$ cat src/acfs_pkg.sv
// Shared widths, codes, request structs and helpers for the ADC channel
// filter and statistics block. No dependencies.
package acfs_pkg;

  localparam int unsigned CHANNELS_DEF = 4;
  localparam int unsigned NUM_ALPHA    = 4;

  localparam int unsigned MV_W    = 12;
  localparam int unsigned FILT_W  = 20;
  localparam int unsigned CNT_W   = 32;
  localparam int unsigned SUM_W   = 44;
  localparam int unsigned ALPHA_W = 16;
  localparam int unsigned CIDX_W  = 3;

  localparam logic [ALPHA_W-1:0] ONE_Q15   = 16'd32768;
  localparam logic [ALPHA_W-1:0] ALPHA_RST = 16'd8192;
  localparam logic [3:0]         MASK_RST  = 4'hF;
  localparam logic [CNT_W-1:0]   CNT_MAX   = 32'hFFFF_FFFF;

  // register indexes
  localparam logic [CIDX_W-1:0] REG_MASK   = 3'd0;
  localparam logic [CIDX_W-1:0] REG_ALPHA0 = 3'd1;
  localparam logic [CIDX_W-1:0] REG_ALPHA3 = 3'd4;

  // result status codes
  localparam logic [1:0] ST_QUEUED   = 2'd0;
  localparam logic [1:0] ST_DROPPED  = 2'd1;
  localparam logic [1:0] ST_READ_ERR = 2'd2;
  localparam logic [1:0] ST_DISABLED = 2'd3;

  typedef struct packed {
    logic               start;
    logic [ALPHA_W-1:0] alpha;
    logic [FILT_W-1:0]  x;
    logic [FILT_W-1:0]  f;
  } ema_req_t;

  typedef struct packed {
    logic             start;
    logic [SUM_W-1:0] dividend;
    logic [CNT_W-1:0] divisor;
  } div_req_t;

  function automatic logic [CNT_W-1:0] sat_inc(input logic [CNT_W-1:0] v);
    return (v == CNT_MAX) ? v : v + 1'b1;
  endfunction

endpackage

$ cat src/acfs_ema.sv
// Exponential average update on one shared multiplier, two products in turn.
// Depends on acfs_pkg.
module acfs_ema (
  input  logic                      clk_i,
  input  logic                      rst_ni,
  input  acfs_pkg::ema_req_t        req_i,
  output logic                      done_o,
  output logic [acfs_pkg::FILT_W-1:0] result_o
);

  localparam int unsigned ACC_W = acfs_pkg::ALPHA_W + acfs_pkg::FILT_W;
  localparam logic [ACC_W-1:0] ROUND = ACC_W'(16384);

  logic                           busy_q, phase_q, done_q;
  logic [acfs_pkg::ALPHA_W-1:0]   a_q, w_q;
  logic [acfs_pkg::FILT_W-1:0]    x_q, f_q;
  logic [ACC_W-1:0]               acc_q;
  logic [acfs_pkg::ALPHA_W-1:0]   a_clamp;
  logic [acfs_pkg::ALPHA_W-1:0]   mul_a;
  logic [acfs_pkg::FILT_W-1:0]    mul_b;
  logic [ACC_W-1:0]               prod;

  // clamp weight to one
  assign a_clamp = (req_i.alpha > acfs_pkg::ONE_Q15) ? acfs_pkg::ONE_Q15 : req_i.alpha;

  // shared multiplier: new sample first, then old state
  assign mul_a = phase_q ? w_q : a_q;
  assign mul_b = phase_q ? f_q : x_q;
  assign prod  = ACC_W'(mul_a) * ACC_W'(mul_b);

  always_ff @(posedge clk_i or negedge rst_ni) begin
    if (!rst_ni) begin
      busy_q  <= 1'b0;
      phase_q <= 1'b0;
      done_q  <= 1'b0;
    end else begin
      done_q <= 1'b0;
      if (req_i.start) begin
        busy_q  <= 1'b1;
        phase_q <= 1'b0;
      end else if (busy_q) begin
        phase_q <= ~phase_q;
        if (phase_q) begin
          busy_q <= 1'b0;
          done_q <= 1'b1;
        end
      end
    end
  end

  // operands and accumulator
  always_ff @(posedge clk_i) begin
    if (req_i.start) begin
      a_q   <= a_clamp;
      w_q   <= acfs_pkg::ONE_Q15 - a_clamp;
      x_q   <= req_i.x;
      f_q   <= req_i.f;
      acc_q <= ROUND;
    end else if (busy_q) begin
      acc_q <= acc_q + prod;
    end
  end

  assign done_o   = done_q;
  assign result_o = acc_q[acfs_pkg::FILT_W+14:15];

endmodule

$ cat src/acfs_div.sv
// Bit-serial restoring divider, one quotient bit per cycle.
// Depends on acfs_pkg.
module acfs_div (
  input  logic                       clk_i,
  input  logic                       rst_ni,
  input  acfs_pkg::div_req_t         req_i,
  output logic                       done_o,
  output logic [acfs_pkg::SUM_W-1:0] quot_o
);

  localparam int unsigned SW  = acfs_pkg::SUM_W;
  localparam int unsigned CW  = acfs_pkg::CNT_W;
  localparam int unsigned STW = $clog2(SW);
  localparam logic [STW-1:0] LAST = STW'(SW - 1);

  logic           busy_q, done_q;
  logic [STW-1:0] step_q;
  logic [SW-1:0]  dvd_q;
  logic [CW-1:0]  dvs_q, rem_q;
  logic [CW:0]    rem_sh;
  logic           fits;

  // shift in next dividend bit, compare and subtract
  assign rem_sh = {rem_q, dvd_q[SW-1]};
  assign fits   = rem_sh >= {1'b0, dvs_q};

  always_ff @(posedge clk_i or negedge rst_ni) begin
    if (!rst_ni) begin
      busy_q <= 1'b0;
      done_q <= 1'b0;
      step_q <= '0;
    end else begin
      done_q <= 1'b0;
      if (req_i.start) begin
        busy_q <= 1'b1;
        step_q <= '0;
      end else if (busy_q) begin
        step_q <= step_q + 1'b1;
        if (step_q == LAST) begin
          busy_q <= 1'b0;
          done_q <= 1'b1;
        end
      end
    end
  end

  always_ff @(posedge clk_i) begin
    if (req_i.start) begin
      dvd_q <= req_i.dividend;
      dvs_q <= req_i.divisor;
      rem_q <= '0;
    end else if (busy_q) begin
      rem_q <= fits ? CW'(rem_sh - {1'b0, dvs_q}) : rem_sh[CW-1:0];
      dvd_q <= {dvd_q[SW-2:0], fits};
    end
  end

  assign done_o = done_q;
  assign quot_o = dvd_q;

endmodule

$ cat src/adc_channel_filter_stats_top.sv
// Flow: a primed good read passes decode, filter, statistics and mean to the output; a
// first sample skips the filter, a read error skips it and the statistics, and a disabled
// channel goes straight to the output; the 44-step divider dominates. One item at a time: the
// input is ready once the result sits in the output register, so a waiting result does not block it.
// Reset: asynchronous, clears all channel state and restores register defaults.
// Depends on acfs_pkg, acfs_ema and acfs_div.
module adc_channel_filter_stats_top #(
  parameter int unsigned CHANNELS = acfs_pkg::CHANNELS_DEF
) (
  input  logic         clk_i,
  input  logic         rst_ni,
  input  logic         s_axis_tvalid_i,
  output logic         s_axis_tready_o,
  // [1:0] channel, [2] raw_read_ok, [3] volt_read_ok, [15:4] raw_code,
  // [27:16] sample_mv, [28] queue_accepted, [31:29] zero
  input  logic [31:0]  s_axis_tdata_i,
  output logic         m_axis_tvalid_o,
  input  logic         m_axis_tready_i,
  // [1:0] status, [3:2] channel_out, [15:4] raw_out, [27:16] voltage_out,
  // [47:28] filtered_out, [79:48] sequence_out, [91:80] min_mv, [103:92] max_mv,
  // [115:104] mean_mv, [147:116] accepted_count, [179:148] dropped_count,
  // [211:180] error_total, [215:212] zero
  output logic [215:0] m_axis_tdata_o,
  input  logic         cfg_valid_i,
  output logic         cfg_ready_o,
  input  logic [acfs_pkg::CIDX_W-1:0]  cfg_index_i,
  input  logic [acfs_pkg::ALPHA_W-1:0] cfg_data_i
);

  localparam int unsigned CW = (CHANNELS > 1) ? $clog2(CHANNELS) : 1;
  localparam int unsigned MW = acfs_pkg::MV_W;
  localparam int unsigned FW = acfs_pkg::FILT_W;
  localparam int unsigned NW = acfs_pkg::CNT_W;
  localparam int unsigned SW = acfs_pkg::SUM_W;

  typedef enum logic [2:0] {
    S_IDLE, S_DEC, S_FILT, S_STAT, S_MEAN, S_DIV, S_OUT
  } state_e;

  // configuration registers
  logic [3:0]                   en_mask_q;
  logic [acfs_pkg::ALPHA_W-1:0] alpha_q [acfs_pkg::NUM_ALPHA];
  logic [acfs_pkg::CIDX_W-1:0]  alpha_idx;

  assign cfg_ready_o = 1'b1;
  assign alpha_idx   = cfg_index_i - acfs_pkg::REG_ALPHA0;

  always_ff @(posedge clk_i or negedge rst_ni) begin
    if (!rst_ni) begin
      en_mask_q <= acfs_pkg::MASK_RST;
      for (int i = 0; i < acfs_pkg::NUM_ALPHA; i++) alpha_q[i] <= acfs_pkg::ALPHA_RST;
    end else if (cfg_valid_i && cfg_ready_o) begin
      if (cfg_index_i == acfs_pkg::REG_MASK) begin
        en_mask_q <= cfg_data_i[3:0];
      end else if (cfg_index_i >= acfs_pkg::REG_ALPHA0 &&
                   cfg_index_i <= acfs_pkg::REG_ALPHA3) begin
        alpha_q[alpha_idx[1:0]] <= cfg_data_i;
      end
    end
  end

  // item fields
  logic [1:0]    ch_q;
  logic          raw_ok_q, volt_ok_q, qacc_q;
  logic [MW-1:0] raw_q, mv_q;

  // per-channel state
  logic [FW-1:0] filt_q    [CHANNELS];
  logic          primed_q  [CHANNELS];
  logic [NW-1:0] seq_q     [CHANNELS];
  logic [NW-1:0] acc_tot_q [CHANNELS];
  logic [NW-1:0] drop_q    [CHANNELS];
  logic [NW-1:0] err_q     [CHANNELS];
  logic [MW-1:0] min_q     [CHANNELS];
  logic [MW-1:0] max_q     [CHANNELS];
  logic [SW-1:0] sum_q     [CHANNELS];

  // sequencer and result registers
  state_e         state_q;
  logic [1:0]     status_q;
  logic [NW-1:0]  seq_out_q;
  logic [MW-1:0]  mean_q;
  logic           m_tvalid_q;
  logic [215:0]   m_tdata_q;

  logic [CW-1:0]  ci;
  logic           enabled, read_ok, first;
  logic [FW-1:0]  x_val;
  logic           in_xfer, out_free;

  acfs_pkg::ema_req_t         ema_req;
  logic                       ema_done;
  logic [FW-1:0]              ema_res;
  acfs_pkg::div_req_t         div_req;
  logic                       div_done;
  logic [SW-1:0]              div_quot;

  assign ci      = ch_q[CW-1:0];
  assign enabled = (32'(ch_q) < CHANNELS) && en_mask_q[ch_q];
  assign read_ok = raw_ok_q && volt_ok_q;
  assign first   = acc_tot_q[ci] == '0;
  assign x_val   = {mv_q, 8'b0};

  assign s_axis_tready_o = (state_q == S_IDLE);
  assign in_xfer  = s_axis_tvalid_i && s_axis_tready_o;
  assign out_free = !m_tvalid_q || m_axis_tready_i;

  // filter request for a primed channel
  assign ema_req.start = (state_q == S_DEC) && enabled && read_ok && primed_q[ci];
  assign ema_req.alpha = alpha_q[ch_q];
  assign ema_req.x     = x_val;
  assign ema_req.f     = filt_q[ci];

  // mean request after the statistics settle
  assign div_req.start    = (state_q == S_MEAN);
  assign div_req.dividend = sum_q[ci];
  assign div_req.divisor  = acc_tot_q[ci];

  acfs_ema u_ema (
    .clk_i    (clk_i),
    .rst_ni   (rst_ni),
    .req_i    (ema_req),
    .done_o   (ema_done),
    .result_o (ema_res)
  );

  acfs_div u_div (
    .clk_i  (clk_i),
    .rst_ni (rst_ni),
    .req_i  (div_req),
    .done_o (div_done),
    .quot_o (div_quot)
  );

  // assemble the result word
  logic [215:0] res_word;
  always_comb begin
    res_word        = '0;
    res_word[1:0]   = status_q;
    res_word[3:2]   = ch_q;
    if (status_q != acfs_pkg::ST_DISABLED) begin
      res_word[91:80]   = min_q[ci];
      res_word[103:92]  = max_q[ci];
      res_word[115:104] = mean_q;
      res_word[147:116] = acc_tot_q[ci];
      res_word[179:148] = drop_q[ci];
      res_word[211:180] = err_q[ci];
      if (status_q != acfs_pkg::ST_READ_ERR) begin
        res_word[15:4]  = raw_q;
        res_word[27:16] = mv_q;
        res_word[47:28] = filt_q[ci];
        res_word[79:48] = seq_out_q;
      end
    end
  end

  // hold the item
  always_ff @(posedge clk_i) begin
    if (in_xfer) begin
      ch_q      <= s_axis_tdata_i[1:0];
      raw_ok_q  <= s_axis_tdata_i[2];
      volt_ok_q <= s_axis_tdata_i[3];
      raw_q     <= s_axis_tdata_i[15:4];
      mv_q      <= s_axis_tdata_i[27:16];
      qacc_q    <= s_axis_tdata_i[28];
    end
  end

  // sequencer, channel state and output register
  always_ff @(posedge clk_i or negedge rst_ni) begin
    if (!rst_ni) begin
      state_q    <= S_IDLE;
      status_q   <= acfs_pkg::ST_QUEUED;
      seq_out_q  <= '0;
      mean_q     <= '0;
      m_tvalid_q <= 1'b0;
      m_tdata_q  <= '0;
      for (int i = 0; i < CHANNELS; i++) begin
        filt_q[i]    <= '0;
        primed_q[i]  <= 1'b0;
        seq_q[i]     <= '0;
        acc_tot_q[i] <= '0;
        drop_q[i]    <= '0;
        err_q[i]     <= '0;
        min_q[i]     <= '0;
        max_q[i]     <= '0;
        sum_q[i]     <= '0;
      end
    end else begin
      if (m_tvalid_q && m_axis_tready_i && state_q != S_OUT) m_tvalid_q <= 1'b0;

      case (state_q)
        S_IDLE: begin
          if (in_xfer) state_q <= S_DEC;
        end
        S_DEC: begin
          if (!enabled) begin
            status_q <= acfs_pkg::ST_DISABLED;
            state_q  <= S_OUT;
          end else if (!read_ok) begin
            status_q  <= acfs_pkg::ST_READ_ERR;
            err_q[ci] <= acfs_pkg::sat_inc(err_q[ci]);
            state_q   <= S_MEAN;
          end else if (primed_q[ci]) begin
            state_q <= S_FILT;
          end else begin
            filt_q[ci]   <= x_val;
            primed_q[ci] <= 1'b1;
            state_q      <= S_STAT;
          end
        end
        S_FILT: begin
          if (ema_done) begin
            filt_q[ci] <= ema_res;
            state_q    <= S_STAT;
          end
        end
        S_STAT: begin
          seq_out_q <= seq_q[ci];
          seq_q[ci] <= seq_q[ci] + 1'b1;
          if (qacc_q) begin
            status_q <= acfs_pkg::ST_QUEUED;
            if (first || mv_q < min_q[ci]) min_q[ci] <= mv_q;
            if (first || mv_q > max_q[ci]) max_q[ci] <= mv_q;
            if (acc_tot_q[ci] != acfs_pkg::CNT_MAX) begin
              acc_tot_q[ci] <= acc_tot_q[ci] + 1'b1;
              sum_q[ci]     <= sum_q[ci] + SW'(mv_q);
            end
          end else begin
            status_q   <= acfs_pkg::ST_DROPPED;
            drop_q[ci] <= acfs_pkg::sat_inc(drop_q[ci]);
          end
          state_q <= S_MEAN;
        end
        S_MEAN: begin
          state_q <= S_DIV;
        end
        S_DIV: begin
          if (div_done) begin
            mean_q  <= first ? '0 : div_quot[MW-1:0];
            state_q <= S_OUT;
          end
        end
        S_OUT: begin
          if (out_free) begin
            m_tvalid_q <= 1'b1;
            m_tdata_q  <= res_word;
            state_q    <= S_IDLE;
          end
        end
        default: state_q <= S_IDLE;
      endcase
    end
  end

  assign m_axis_tvalid_o = m_tvalid_q;
  assign m_axis_tdata_o  = m_tdata_q;

  // an accepted item always moves to decode
  a_accept_dec: assert property (@(posedge clk_i) disable iff (!rst_ni)
    in_xfer |=> state_q == S_DEC)
    else $error("accepted item did not enter decode");

  // filter results arrive only while the sequencer waits for them
  a_ema_wait: assert property (@(posedge clk_i) disable iff (!rst_ni)
    ema_done |-> state_q == S_FILT)
    else $error("filter done outside filter wait");

  // divider results arrive only while the sequencer waits for them
  a_div_wait: assert property (@(posedge clk_i) disable iff (!rst_ni)
    div_done |-> state_q == S_DIV)
    else $error("divider done outside divide wait");

  // a finished result loads the output register and frees the input
  a_out_load: assert property (@(posedge clk_i) disable iff (!rst_ni)
    (state_q == S_OUT && out_free) |=> (m_tvalid_q && state_q == S_IDLE))
    else $error("result not loaded into output register");

endmodule

$ cat config.mk
export PLATFORM = sky130hd
export DESIGN_NAME = adc_channel_filter_stats_top
export DESIGN_NICKNAME = d
export VERILOG_FILES = /design/src/acfs_pkg.sv /design/src/acfs_ema.sv /design/src/acfs_div.sv /design/src/adc_channel_filter_stats_top.sv
export SDC_FILE = /design/constraint.sdc
export NUM_CORES = 2
export LEC_CHECK = 0
export BUFFER_PORTS_ARGS = -buffer_cell sky130_fd_sc_hd__buf_2
export CORE_ASPECT_RATIO = 1.4
export CORE_MARGIN = 2
export CORE_UTILIZATION = 50
export CTS_BUF_LIST = sky130_fd_sc_hd__clkbuf_4 sky130_fd_sc_hd__clkbuf_8
export DETAILED_ROUTE_END_ITERATION = 8
export PLACE_DENSITY = 0.67
export RECOVER_POWER = 25
export SLEW_MARGIN = 20
export SYNTH_ARGS = -nofsm -noshare
export SYNTH_HDL_FRONTEND = slang
export SYNTH_HIERARCHICAL = 1
export SYNTH_SLANG_ARGS = --single-unit
$ cat constraint.sdc
create_clock -name clk_i -period 12.4 [get_ports clk_i]
set_input_delay 1.86 -clock clk_i [delete_from_list [all_inputs] [get_ports clk_i]]
set_output_delay 1.86 -clock clk_i [all_outputs]
set_load 0.02 [all_outputs]
Word level (Yosys, flattened, before mapping)
Cells that the tools add are included.
- mux-type cells: 101
- $lt $le $gt $ge: 11
- add/subtract/negate cells: 10
- equality and inequality tests: 21
- reduce and logical (&&, ||, !) cells: 34
- $mul: 1
- bitwise operators: 8
- operators by type and width (kind ; count):
    $bwmux W128 ; 4
    $mux W32 ; 12
    $mux W80 ; 4
    $bmux W32 S2 ; 4
    $mux W44 ; 5
    $mux W208 ; 1
    $bwmux W176 ; 1
    $bwmux W80 ; 2
    $pmux W80 S2 ; 1
    $add A32 B1 Y32 const B ; 4
    $bwmux W48 ; 2
    $bmux W44 S2 ; 1
    $demux W44 S2 ; 1
    $mux W16 ; 5
    $mux W20 ; 4
    $mux W76 ; 1
    $mux W12 ; 6
    $bwmux W64 ; 1
    $demux W32 S2 ; 1
    $eq A32 B32 Y1 const B ; 2
    $bmux W12 S2 ; 2
    $add A44 B12 Y44 ; 1
    $bmux W20 S2 ; 1
    $demux W20 S2 ; 1
    47 further kinds ; 119
- bits of input ports: 56
- logic and storage cells: 253
- register bits after elaboration: 1446
- output and inout bits: 219

Longest topological paths before layout
- depth after elaboration: 10
- gate-level depth with buffers: 28
- gate-level depth less buffers: 24

Cells and area by module
Netlist, hierarchy kept.
- modules (own cells, without submodules) (module ; cells an instance ; times used ; seq. area each (sq um) ; area each (sq um)):
    adc_channel_filter_stats_top ; 4728 ; 1 ; 30859.6 ; 54696.2
    acfs_ema ; 1690 ; 1 ; 2907.8 ; 15786.4
    acfs_div ; 576 ; 1 ; 3123.0 ; 6358.6

Worst setup path before layout
OpenSTA, ideal clock, no wires.
- kind: flip-flop to flip-flop
- start point: reg u_ema.phase_q
- end point: reg u_ema.acc_q[27]
- arrival: 6.986 ns
- path buffers: 4
- setup slack: 5.291 ns
- stages on the path, launching flop included: 25
- path through: dfrtp_1 > clkbuf_1 > buf_2 > buf_1 > mux2i_1 > nor2_1 > fa_1 > inv_1 > fa_1 > fa_1 > inv_1 > fa_1 > fa_1 > inv_1 > fa_1 > inv_1 > ha_1 > buf_6 > a2111oi_4 > o21ai_1 > a31o_1 > a221oi_4 > o21bai_1 > nor4b_4 > a311o_1
- longest elaborated chain between the ends: 3
- elaborated cells on any way between the ends: 4
- classes of those cells: 1 x add/sub; 1 x mul; 2 x mux
- RTL lines (item ; line ; RTL):
    start, declared ; acfs_ema.sv:14 ; logic busy_q, phase_q, done_q;
    start signal, assigned ; acfs_ema.sv:42 ; phase_q <= ~phase_q;
    $mux W16 / $mux W20 (equally long branches) ; acfs_ema.sv:27, acfs_ema.sv:28 ;
    $mul A16 B20 Y36 * ; acfs_ema.sv:29 ; assign prod = ACC_W'(mul_a) * ACC_W'(mul_b);
    $add A36 B36 Y36 * ; acfs_ema.sv:60 ; acc_q <= acc_q + prod;
    end signal, assigned ; acfs_ema.sv:60 ;
    end, declared ; acfs_ema.sv:17 ; logic [ACC_W-1:0] acc_q;
Mark *: on every way between the ends. The rest lies on a longest branch, timed or not.
A chain may end at the register's enable or synchronous reset.

Final worst setup path
- start point: reg u_ema.phase_q
- end point: reg u_ema.acc_q[26]
The elaborated chain is that of the path after synthesis.

==> results.yml <==
timing:
  rsz0062_at_grt: "no"
  period_needed_ns: 8.37
  postLayoutSetupSlackWorst_ns: 4.03
  finalSetupViolations: 0
  holdWs_ns: 0.469
  fmax_mhz: 120
  slew_viol_final: 214
  hold_violations: 0
  relSlewSlack_pct: -171
  period_share_pct: 67.5
  skew_ns: 0.0554
  tightest_slew_ns: 4.06
  tns_ns: 0
grt:
  grtUsageTotal_pct: 24.6
  grt_pass1_vias: 54500
  antenna_found_initial: 4
  grt_pass1_wl_um: 304000
  grt_start_max_net_pins: 197
  gr-total-overflow: 0
worst_setup_path:
  worst-path-max-fanout: 40
  start_kind: "flop"
  r2r_end: "u_ema/acc_q[26]$_SDFFE_PP0P_"
  worstSetupPathType: "reg2reg"
  cp-end-kind: "flop"
  rrSetupSlack_ns: 4.03
  critPathSlowestCell: "mux2i_1"
  cp.required_ns: 13.25
  cp.arrival_ns: 9.22
  critPathMaxStageDelay_ns: 0.88
  crit-reg2reg-launch: "u_ema/phase_q$_DFFE_PN0P_"
  reg2reg_depth: 22
  cpMostUsedCell: "fa_1"
  crit_chain: "buf_4, mux2i_1, nor2_1, fa_1, inv_1, fa_1, fa_1, inv_1, fa_1, fa_1, inv_1, fa_1, inv_1, ha_1, and2_1, a21oi_1, nor2b_1, nor3_2, o21ai_0, a21oi_1, or4_1, o311ai_0"
floorplan:
  io_pins: 275
  core_area_sq_um: 153000
  die_h_um: 468
  rows: 170
  dieWidth_um: 335
  start_util_pct: 50.2
  die_area_sq_um: 157000
cells_and_area:
  fillers: 13100
  syn2layout_area_growth_pct: 9.86
  layout-drive-gt1-share_pct: 18.2
  final_area_sq_um: 84400
  final_nets: 7673
clock_network:
  cts_setup_buffers: 0
  clockBufferDepth: 3
  cts_tree: "yes"
  clock_latency_ns: 0.97
  cts-htree-levels: 4
  clock_sinks: 1452
  cts_root_buf: "clkbuf_8"
  cts_resized: 0
  cts_hold_buf: 0
  cts-buffers-inserted: 220
  path_clk_slew_ns: 0.07
route:
  wl_um: 189000
  dr.pass1.iters: 6
  vias: 52600
  detail_route.iter0.violations: 3713
  drc: 0
  wl_per_cell_um: 20.2
  postRouteAntennaNets: 0
  avgViaCountPerCell: 5.64
synthesis:
  synth_cell_types: 107
  async_flop_share_pct: 83.3
  synth-edff-count: 176
  syn-cell-area_sq_um: 76800
  synth_flop_cell: "dfrtp_1"
  netlist_instances: 6994
  postSynthAreaPerCell_sq_um: 11.0
  synth_common_cells: "1237 x nand2_1, 1201 x dfrtp_1, 695 x o21ai_0"
  yosysMostFrequentCell: "nand2_1"
  synth_area_leaders: "dfrtp_1 39%, fa_1 7.4%, edfxtp_1 6.9%"
  synth_top_area_share_pct: 39.1
  ys_seq_elements: 1452
  synth_top_area_cell: "dfrtp_1"
  yosys_warnings: 6
  ys_seq_area_share_pct: 48.0
min_path:
  hold_depth: 1
  hold_class: "reg2reg"
  hold_path_end: "seq_q[83]$_DFFE_PN0P_"
  hp-start: "seq_q[83]$_DFFE_PN0P_"
placed_design:
  hpwl_um: 127000
  gp_congestion: 0.939
  post_dp_cell_area_sq_um: 79300
  pre_cts_slack_ns: 4.10
  io_buffer_count: 266
run:
  cap_violations: 7
outcome:
  outcome: "finished with violations"
  violations: "max-capacitance violations, max-slew violations"
through the flow:
stage	std cells	utilization (%)
2_1_floorplan	7005	-
3_3_place_gp	8913	51.9
3_5_place_dp	8913	51.9
4_1_cts	9331	55.2
5_1_grt	9337	55.2
6_report	9338	55.2
critical path, delay by kind of cell (launching register included):
family                     cells  cell delay, ns
AOI/OAI and AO/OA              4            0.85
and+or+nand+nor                5            1.42
muxes                          1            0.88
adders and majority gates      7            3.46
DFF                            1            0.84
buffers and inverters          5            0.75
worst max path at each step:
stage,startpoint,endpoint
floorplan,u_ema/phase_q$_DFFE_PN0P_,u_ema/acc_q[27]$_SDFFE_PP0P_
global placement,u_ema/phase_q$_DFFE_PN0P_,u_ema/acc_q[26]$_SDFFE_PP0P_
detailed placement,u_ema/phase_q$_DFFE_PN0P_,u_ema/acc_q[26]$_SDFFE_PP0P_
CTS,u_ema/phase_q$_DFFE_PN0P_,u_ema/acc_q[26]$_SDFFE_PP0P_
global route,u_ema/phase_q$_DFFE_PN0P_,u_ema/acc_q[26]$_SDFFE_PP0P_
finish,u_ema/phase_q$_DFFE_PN0P_,u_ema/acc_q[26]$_SDFFE_PP0P_
logic make-up after synthesis:
kind of cell | count (synthesis) | share of synthesized area, %
AND/OR/NAND/NOR | 2047 | 11.7
flip-flops | 1452 | 48.0
AO/OA/AOI/OAI | 1285 | 10.0
buffers and inverters | 926 | 5.38
multiplexers | 595 | 12.0
adder cells (fa/ha/maj) | 459 | 10.3
XOR/XNOR | 228 | 2.60
other | 2 | 0.00977
routing by layer:
layer	GRT usage [%]	vias to the layer above	share of wire [%]
li1	-	24300	-
met1	31.7	26500	41
met2	41.9	1409	50
met3	4.44	379	5.8
met4	8.37	2	3.1
met5	0	-	0.0069
registers in the layout, summed over array words and instances (netlist names), 6 cells and up:
signal and flops:
max_q 48, acc_tot_q 128, u_div/quot_o 44, filt_q 80, alpha_q 64, seq_q 128, sum_q 176, u_ema/f_q 20
drop_q 128, u_div/rem_q 32, u_div/step_q 6, mean_q 12, min_q 48, mv_q 12, u_ema/w_q 15, u_ema/x_q 20
seq_out_q 32, m_axis_tdata_o 212, u_ema/a_q 16, err_q 128, u_div/dvs_q 32, u_ema/acc_q 35, raw_q 12
cell type report:
cell class | count | area (sq um) | area share, %
inverters | 508 | 1910 | 2.26
well taps | 1978 | 2470 | 2.93
clock buffers | 351 | 4360 | 5.16
diodes | 6 | 15.0 | 0.0178
repair buffers | 349 | 2030 | 2.40
clock inverters | 67 | 777 | 0.920
flip-flops and latches | 1452 | 36900 | 43.7
multi-input cells | 4627 | 36000 | 42.6
cells in the final DEF, fill, tap and decap left out, types with 50 or more instances in the layout:
master	n
nand2b_1	79
nand3_1	71
nor2_1	336
buf_4	60
clkbuf_4	76
edfxtp_1	176
xor2_1	87
ha_1	174
fa_1	285
mux2i_1	88
xnor2_1	141
nand4_1	50
o21ai_0	695
a22o_1	169
inv_1	506
nor3_1	55
nand2_1	1231
a21oi_1	92
mux2_2	273
mux4_2	231
dfrtp_1	1199
buf_2	259
dfxtp_1	67
clkbuf_8	275
o21ai_1	139
Power is not shown: default switching activity piles up to over one toggle a cycle in this logic, so the estimate is an artifact.
